File: config.mk
export PLATFORM = sky130hd
export DESIGN_NAME = chain_cell_frame_checker_core
export DESIGN_NICKNAME = d
export VERILOG_FILES = /design/src/rtl/core/ccfc_pkg.sv /design/src/rtl/core/chain_cell_frame_checker_core.sv
export SDC_FILE = /design/constraint.sdc
export NUM_CORES = 1
export LEC_CHECK = 0
export ABC_AREA = 1
export BUFFER_PORTS_ARGS = -buffer_cell sky130_fd_sc_hd__clkbuf_2
export CAP_MARGIN = 5
export CORE_UTILIZATION = 40
export DETAILED_ROUTE_END_ITERATION = 10
export PLACE_DENSITY_LB_ADDON = 0.3
export SYNTH_ARGS = -nofsm -noshare
export SYNTH_HDL_FRONTEND = slang
export SYNTH_SLANG_ARGS = --single-unit
File: constraint.sdc
create_clock -name clock -period 5.5 [get_ports clock]
set_input_delay 0.55 -clock clock [delete_from_list [all_inputs] [get_ports clock]]
set_output_delay 0.55 -clock clock [all_outputs]
set_load 0.005 [all_outputs]
File: src/rtl/core/ccfc_pkg.sv
package ccfc_pkg;

   localparam int MAX_DEVICES_DEF = 16;

   localparam int BYTE_W       = 8;
   localparam int CRC_W        = 16;
   localparam int POLY_W       = 15;
   localparam int POS_W        = 3;
   localparam int GROUP_W      = 2;
   localparam int DEV_IDX_W    = 4;
   localparam int CELL_IDX_W   = 4;
   localparam int CNT_CFG_W    = 5;
   localparam int CSR_IDX_W    = 1;
   localparam int REQ_USER_W   = 3;
   localparam int RSP_DATA_W   = 32;
   localparam int RSP_USER_W   = 1;

   localparam logic [CRC_W-1:0]     CRC_SEED        = 16'd16;
   localparam logic [POLY_W-1:0]    POLY_RESET      = 15'h4599;
   localparam logic [CNT_CFG_W-1:0] DEV_COUNT_RESET = 5'd1;
   localparam logic [POS_W-1:0]     DATA_BYTES      = 3'd6;
   localparam logic [POS_W-1:0]     PEC_LOW_POS     = 3'd7;
   localparam int                   CELLS_PER_GROUP = 3;

   typedef enum logic [CSR_IDX_W-1:0] {
      REG_DEVICE_COUNT = 1'b0,
      REG_CRC_POLY     = 1'b1
   } reg_index_type;

   typedef enum logic [RSP_USER_W-1:0] {
      KIND_CELL  = 1'b0,
      KIND_CHECK = 1'b1
   } result_kind_type;

   typedef struct packed {
      logic [5:0]            pad;
      logic                  read_error;
      logic                  pec_ok;
      logic [15:0]           cell_code;
      logic [CELL_IDX_W-1:0] cell_index;
      logic [DEV_IDX_W-1:0]  device_index;
   } rsp_data_type;

   // crc15 byte table entry for one address
   function automatic logic [CRC_W-1:0] crc_entry(
      input logic [BYTE_W-1:0] addr,
      input logic [POLY_W-1:0] poly
   );
      logic [CRC_W-1:0] r;
      logic             top;
      r = {1'b0, addr, 7'd0};
      for (int b = 0; b < BYTE_W; b++) begin
         top = r[14];
         r = {r[CRC_W-2:0], 1'b0};
         if (top) begin
            r = r ^ {1'b0, poly};
         end
      end
      return r;
   endfunction

endpackage

File: src/rtl/core/chain_cell_frame_checker_core.sv
// channel | direction | handshake            | payload
// req     | in        | req_tvalid/tready    | tdata rx_byte, tuser first_of_read,group
// rsp     | out       | rsp_tvalid/tready    | tdata cell/check fields, tuser kind, tlast
// csr     | in        | csr_valid/csr_ready  | csr_index, csr_data
//
// one byte per cycle while ready; crc update and result are formed in the accepting cycle
// results appear in the cycle after the byte, held in an output register
// req_tready stays high while the output register is empty or being drained
// reset clears counters, seeds the crc with 16 and restores register defaults
// csr writes are taken every cycle
module chain_cell_frame_checker_core #(
   parameter int MAX_DEVICES = ccfc_pkg::MAX_DEVICES_DEF
) (
   input  logic                                clock,
   input  logic                                reset,
   input  logic                                req_tvalid,
   output logic                                req_tready,
   input  logic [ccfc_pkg::BYTE_W-1:0]         req_tdata,   // rx_byte
   input  logic [ccfc_pkg::REQ_USER_W-1:0]     req_tuser,   // first_of_read, register_group
   output logic                                rsp_tvalid,
   input  logic                                rsp_tready,
   output logic [ccfc_pkg::RSP_DATA_W-1:0]     rsp_tdata,   // device_index, cell_index,
                                                            // cell_code, pec_ok, read_error
   output logic [ccfc_pkg::RSP_USER_W-1:0]     rsp_tuser,   // result_kind
   output logic                                rsp_tlast,
   input  logic                                csr_valid,
   output logic                                csr_ready,
   input  logic [ccfc_pkg::CSR_IDX_W-1:0]      csr_index,
   input  logic [ccfc_pkg::POLY_W-1:0]         csr_data
);

   localparam int MAX_EFF = (MAX_DEVICES < 31) ? MAX_DEVICES : 31;
   localparam int CNT_W   = (MAX_EFF > 1) ? $clog2(MAX_EFF) : 1;

   logic [ccfc_pkg::CNT_CFG_W-1:0] dev_count_ff;
   logic [ccfc_pkg::POLY_W-1:0]    poly_ff;

   logic [ccfc_pkg::POS_W-1:0]     pos_ff, pos_in;
   logic [CNT_W-1:0]               dev_ff, dev_in;
   logic [ccfc_pkg::CRC_W-1:0]     crc_ff, crc_in;
   logic [ccfc_pkg::BYTE_W-1:0]    held_ff, held_in;
   logic [ccfc_pkg::GROUP_W-1:0]   grp_ff, grp_in;
   logic                           sticky_ff, sticky_in;

   logic                           rsp_valid_ff;
   ccfc_pkg::rsp_data_type         rsp_data_ff, rsp_data_in;
   ccfc_pkg::result_kind_type      rsp_kind_ff, rsp_kind_in;
   logic                           rsp_last_ff, rsp_last_in;
   logic                           emit_in;

   logic                           accept;
   logic                           start;
   logic [ccfc_pkg::BYTE_W-1:0]    rx_byte;
   logic [ccfc_pkg::POS_W-1:0]     pos_cur;
   logic [CNT_W-1:0]               dev_cur;
   logic [ccfc_pkg::CRC_W-1:0]     crc_cur, crc_upd;
   logic [ccfc_pkg::GROUP_W-1:0]   grp_cur;
   logic                           sticky_cur;
   logic [ccfc_pkg::CNT_CFG_W-1:0] eff_count;
   logic                           is_last;
   logic                           pec_ok;
   logic [ccfc_pkg::CRC_W-1:0]     received;

   assign accept     = req_tvalid && req_tready;
   assign req_tready = !rsp_valid_ff || rsp_tready;
   assign csr_ready  = 1'b1;
   assign start      = req_tuser[0];
   assign rx_byte    = req_tdata;

   assign rsp_tvalid = rsp_valid_ff;
   assign rsp_tdata  = rsp_data_ff;
   assign rsp_tuser  = rsp_kind_ff;
   assign rsp_tlast  = rsp_last_ff;

   always_comb begin
      if (dev_count_ff == '0) begin
         eff_count = ccfc_pkg::CNT_CFG_W'(1);
      end else if (32'(dev_count_ff) > MAX_DEVICES) begin
         eff_count = ccfc_pkg::CNT_CFG_W'(MAX_DEVICES);
      end else begin
         eff_count = dev_count_ff;
      end
   end

   always_comb begin
      pos_cur    = start ? '0 : pos_ff;
      dev_cur    = start ? '0 : dev_ff;
      crc_cur    = start ? ccfc_pkg::CRC_SEED : crc_ff;
      grp_cur    = start ? req_tuser[2:1] : grp_ff;
      sticky_cur = start ? 1'b0 : sticky_ff;

      if (pos_cur < ccfc_pkg::DATA_BYTES) begin
         crc_upd = {crc_cur[7:0], 8'd0}
                 ^ ccfc_pkg::crc_entry(crc_cur[14:7] ^ rx_byte, poly_ff);
      end else begin
         crc_upd = crc_cur;
      end

      received = {held_ff, rx_byte};
      pec_ok   = (received == {crc_upd[14:0], 1'b0});
      is_last  = (6'(dev_cur) + 6'd1) >= 6'(eff_count);
   end

   always_comb begin
      pos_in      = pos_cur + 3'd1;
      dev_in      = dev_cur;
      crc_in      = crc_upd;
      held_in     = rx_byte;
      grp_in      = grp_cur;
      sticky_in   = sticky_cur;
      emit_in     = 1'b0;
      rsp_kind_in = ccfc_pkg::KIND_CELL;
      rsp_last_in = 1'b0;
      rsp_data_in = '0;
      rsp_data_in.device_index = ccfc_pkg::DEV_IDX_W'(dev_cur);

      if (pos_cur == ccfc_pkg::PEC_LOW_POS) begin
         sticky_in   = sticky_cur | !pec_ok;
         emit_in     = 1'b1;
         rsp_kind_in = ccfc_pkg::KIND_CHECK;
         rsp_last_in = is_last;
         rsp_data_in.pec_ok     = pec_ok;
         rsp_data_in.read_error = sticky_cur | !pec_ok;
         dev_in      = is_last ? '0 : dev_cur + CNT_W'(1);
         pos_in      = '0;
         crc_in      = ccfc_pkg::CRC_SEED;
      end else if (pos_cur[0] && pos_cur < ccfc_pkg::DATA_BYTES) begin
         emit_in = 1'b1;
         rsp_data_in.cell_index = ccfc_pkg::CELL_IDX_W'(pos_cur[2:1])
            + ccfc_pkg::CELL_IDX_W'(ccfc_pkg::CELLS_PER_GROUP) * ccfc_pkg::CELL_IDX_W'(grp_cur);
         rsp_data_in.cell_code  = {rx_byte, held_ff};
         rsp_data_in.read_error = sticky_cur;
      end
   end

   always_ff @(posedge clock) begin
      if (reset) begin
         dev_count_ff <= ccfc_pkg::DEV_COUNT_RESET;
         poly_ff      <= ccfc_pkg::POLY_RESET;
      end else if (csr_valid && csr_ready) begin
         unique case (csr_index)
            ccfc_pkg::REG_DEVICE_COUNT: dev_count_ff <= csr_data[ccfc_pkg::CNT_CFG_W-1:0];
            ccfc_pkg::REG_CRC_POLY:     poly_ff      <= csr_data;
            default: ;
         endcase
      end
   end

   always_ff @(posedge clock) begin
      if (reset) begin
         pos_ff    <= '0;
         dev_ff    <= '0;
         crc_ff    <= ccfc_pkg::CRC_SEED;
         held_ff   <= '0;
         grp_ff    <= '0;
         sticky_ff <= 1'b0;
      end else if (accept) begin
         pos_ff    <= pos_in;
         dev_ff    <= dev_in;
         crc_ff    <= crc_in;
         held_ff   <= held_in;
         grp_ff    <= grp_in;
         sticky_ff <= sticky_in;
      end
   end

   always_ff @(posedge clock) begin
      if (reset) begin
         rsp_valid_ff <= 1'b0;
      end else if (accept) begin
         rsp_valid_ff <= emit_in;
      end else if (rsp_tready) begin
         rsp_valid_ff <= 1'b0;
      end
   end

   always_ff @(posedge clock) begin
      if (accept && emit_in) begin
         rsp_data_ff <= rsp_data_in;
         rsp_kind_ff <= rsp_kind_in;
         rsp_last_ff <= rsp_last_in;
      end
   end

endmodule
==> implementation parameters <==
Parameter                              Value

Place
  Dpl hpwl ... 13140 um
  Global placement routability congestion ... 0.8939
  Placed Instance Area ... slightly below 7000 um^2
  Count of input and output buffers ... 61

Global routing
  Maximum number of pins on one net before global-route repair ... 46
  Vias in the first global route ... 5704
  Initial antenna violation count ... 0
  Total congestion overflow after global routing ... 0
  Global-route wire length before repair ... about 29000 um
  Combined global-route utilization of all metal layers ... around 22%

Clocking
  Clock slew at the register clock pins of the worst setup and hold paths ... 0.07 ns
  TritonCTS clock tree ... built
  Number of buffers inserted by hold repair at cts ... 0
  Cells resized by post-CTS repair ... 0
  CTS Buf Count ... 9
  Number of buffers between clock root and the deepest sink ... 2
  Clock tree sinks ... 82
  H-tree Lvls ... 3
  Clock insertion delay at the later pin of the skew report ... ~0.36 ns
  Master cell of the clock root buffer ... sky130_fd_sc_hd__clkbuf_16
  Post-CTS setup buffer count ... 0

STA
  Share of the clock period used by the worst path ... between 80% and 90%
  Slew at the pin closest to its max-slew limit ... 1.164 ns
  TNS Setup ... 0 ns
  Maximum clock frequency ... 0.2134 GHz
  Unrepaired setup endpoints after global routing ... no
  Final Hold Violating Endpoints ... 0
  Worst slew margin ... 22.34%
  Min Hold Slack ... 0.4011 ns
  Final worst clock skew ... 0.01325 ns
  Post-layout minimum cycle time ... between 4 and 5 ns
  Slew Limit Fails ... 0
  Finish-stage setup viols ... 0

Synthesis
  Yosys cell types ... just over 40
  Most common flop cell mapped by yosys ... sky130_fd_sc_hd__dfxtp_1
  Seq cells post-synth ... 82
  Register area share after synthesis ... around 30%
  Number of warnings reported in the yosys synthesis log ... 0
  Count of flip-flops with a built-in enable after synthesis ... 28
  Synth area leader ... sky130_fd_sc_hd__nand2_1
  Most used standard cell by instance count after synthesis ... sky130_fd_sc_hd__nand2_1
  Mean area per synthesized cell ... 6.242 um^2
  Synth Instances ... 1043
  Top cells by area in the synthesized netlist ... sky130_fd_sc_hd__nand2_1 21%, sky130_fd_sc_hd__dfxtp_1 17%, sky130_fd_sc_hd__edfxtp_1 13%, sky130_fd_sc_hd__nand3_1 8.2%, sky130_fd_sc_hd__inv_1 7.3%
  Area share of the largest cell type after synthesis ... approximately a fifth
  Area of the mapped netlist ... 6510 um^2
  Ys async rst share ... 0%
  Most frequent cells after synthesis ... 359 x sky130_fd_sc_hd__nand2_1, 126 x sky130_fd_sc_hd__inv_1, 107 x sky130_fd_sc_hd__nand3_1, 97 x sky130_fd_sc_hd__nor2_1, 54 x sky130_fd_sc_hd__dfxtp_1

Setup path
  Highest-delay cell along the critical path ... sky130_fd_sc_hd__o21ai_0
  Destination of the critical timing path ... rsp_tdata[25]
  CP peak stage delay ... 0.38 ns
  End of the worst register-to-register path ... rsp_tdata[25]
  Worst r2r src ... crc_ff[12]
  Source of the critical timing path ... crc_ff[12]
  Worst-path fanout max ... 28
  Start-to-end type of the worst setup path ... flip-flop to flip-flop
  CP required ... 5.61 ns
  Worst Setup Start Kind ... flip-flop
  Flop-to-flop setup slack ... 0.81 ns
  Type of destination of the critical path ... flip-flop
  Critical path's most frequent cell ... sky130_fd_sc_hd__nand2_1
  R2R cell count ... 34
  Worst endpoint data arrival time ... about 4.8 ns

Outcome
  Outcome ... finished clean

Floorplan
  Core Rows ... 46
  DIE AREA ... between 15000 and 20000 um^2
  Number of top-level pins ... between 60 and 70
  Area of the core region ... approximately 16000 um^2
  Starting utilization of the core area ... around two fifths
  Chip Height ... 129.6 um
  Width of the die ... 129.6 um

Routing
  Violation count after the first detailed-routing iteration ... 509
  Vias per cell ... 4.953
  Remaining routing DRC violations ... 0
  Remaining antenna violation count ... 0
  Wire length after detailed routing ... ~18000 um
  Number of search-and-repair iterations in the first detailed-routing pass ... 5
  Vias post-DR ... about 6400
  WL per Instance ... 13.69 um

Pwr
  Cell area power density ... roughly 540 nW/um^2
  Flop pwr share ... between 10% and 20%
  Power share of the clock group ... 17.5%
  Proportion of total power due to net switching ... 51.24%
  Internal cell power ... 1.899 mW
  Reported net switching power ... 1.995 mW
  Total leakage power ... 3.702 nW
  Combinational share of power ... a little under two thirds
  Overall power ... ~3.9 mW
  Worst ir drop on vdd ... 0.0003264 V

Run
  Max-cap check violation count ... 0

Finish
  Antenna cells ... 0
  Post-layout instance area ... 7179 um^2
  Layout cells sized above 1 ... 12.10%
  Filler Cells Inserted ... 1725
  Area growth from synthesis to final layout ... 10.28%
  Net count reported at finish ... 1122
  Post-Route Utilization ... between 40% and 50%

Min path
  Type of the tightest min-delay check ... input pin to flip-flop
==> power by group through the flow <==
stage / registers, mW / logic [mW] / clock network [mW]
floorplan: 0.732 / 2.07 / 0
global placement: 0.750 / 2.42 / 0
detailed placement: 0.750 / 2.45 / 0
CTS: 0.737 / 2.46 / 0.691
global route: 0.745 / 2.84 / 0.710
finish: 0.738 / 2.47 / 0.682
==> critical path: cells and delay by family, from the launching register on <==
kind                      cells  cell delay, ns
AOI/OAI and AO/OA             2            0.51
DFF                           1            0.35
xor gates and xnor gates      1            0.16
buffers and inverters         5            0.60
and+or+nand+nor              26            2.76
==> state kept, by name, indices dropped and copies added, names as in the netlist <==
name and cells:
rsp_tuser 1, crc_ff 15, pos_ff 3, rsp_tvalid 1, poly_ff 15, dev_ff 4, grp_ff 2, rsp_tlast 1
held_ff 8, dev_count_ff 5, rsp_tdata 26, sticky_ff 1
==> worst min-delay path by stage <==
stage / from / to / slack (ns) / cells past startpoint
after floorplan: grp_ff[0] / grp_ff[0] / 0.42 / 2
after global placement: grp_ff[0] / grp_ff[0] / 0.44 / 2
after detailed placement: grp_ff[0] / grp_ff[0] / 0.44 / 2
after CTS: csr_data[14] / poly_ff[14] / 0.40 / 3
after global routing: csr_data[8] / poly_ff[8] / 0.41 / 3
final: csr_data[14] / poly_ff[14] / 0.40 / 3
==> cells in the final DEF (no fill, tap or decap), drive strengths merged <==
cell type and n:
inv 139, conb 7, nand3b 8, nor3 2
or4 1, fa 2, bufinv 2, dfxtp 54
edfxtp 28, o211ai 7, a211oi 2, ha 10
o21ai 53, buf 10, nand4 6, clkbuf 71
nand2 373, a2111oi 1, a21oi 43, or2 1
nor2 103, nand3 118, xnor2 15, clkinv 4
xor2 23
==> per-stage QoR <==
step	std cells	worst slack (ns)
final	1299	0.8130
after global routing	1299	0.3202
after CTS	1299	0.9083
after detailed placement	1283	0.6616
after global placement	1283	0.7581
after floorplan	1048	1.721
==> kinds of logic (layout without fill, tap and decap cells) <==
family                   after synthesis  in the layout  share of synthesized area (%)
AND/OR/NAND/NOR                      612            612                          41.11
buffers and inverters                191            226                          12.99
AO/OA/AOI/OAI                        106            106                          8.610
flip-flops                            82             82                          29.52
XOR/XNOR                              38             38                          5.112
adder cells (fa/ha/maj)               12             12                          2.537
other                                  2              7                         0.1154
==> cell type report <==
cell class                      count  area [um^2]  area share [%]
Clock buffer                       10        229.0           3.189
Timing Repair Buffer               71        380.4           5.298
Multi-Input combinational cell    775         3761           52.39
Clock inverter                      6        90.09           1.255
Tap cell                          216        270.3           3.764
Inverter                          139        526.8           7.337
Sequential cell                    82         1922           26.77
==> per-layer routing <==
metal	GRT usage (%)	wire length, um	vias to the layer above
li1	-	-	3329
met1	29.55	8392	2893
met2	35.23	7977	179
met3	4.624	936	33
met4	8.003	479	0
met5	0	0	-
Note: power is estimated with default switching activity, not from simulation.
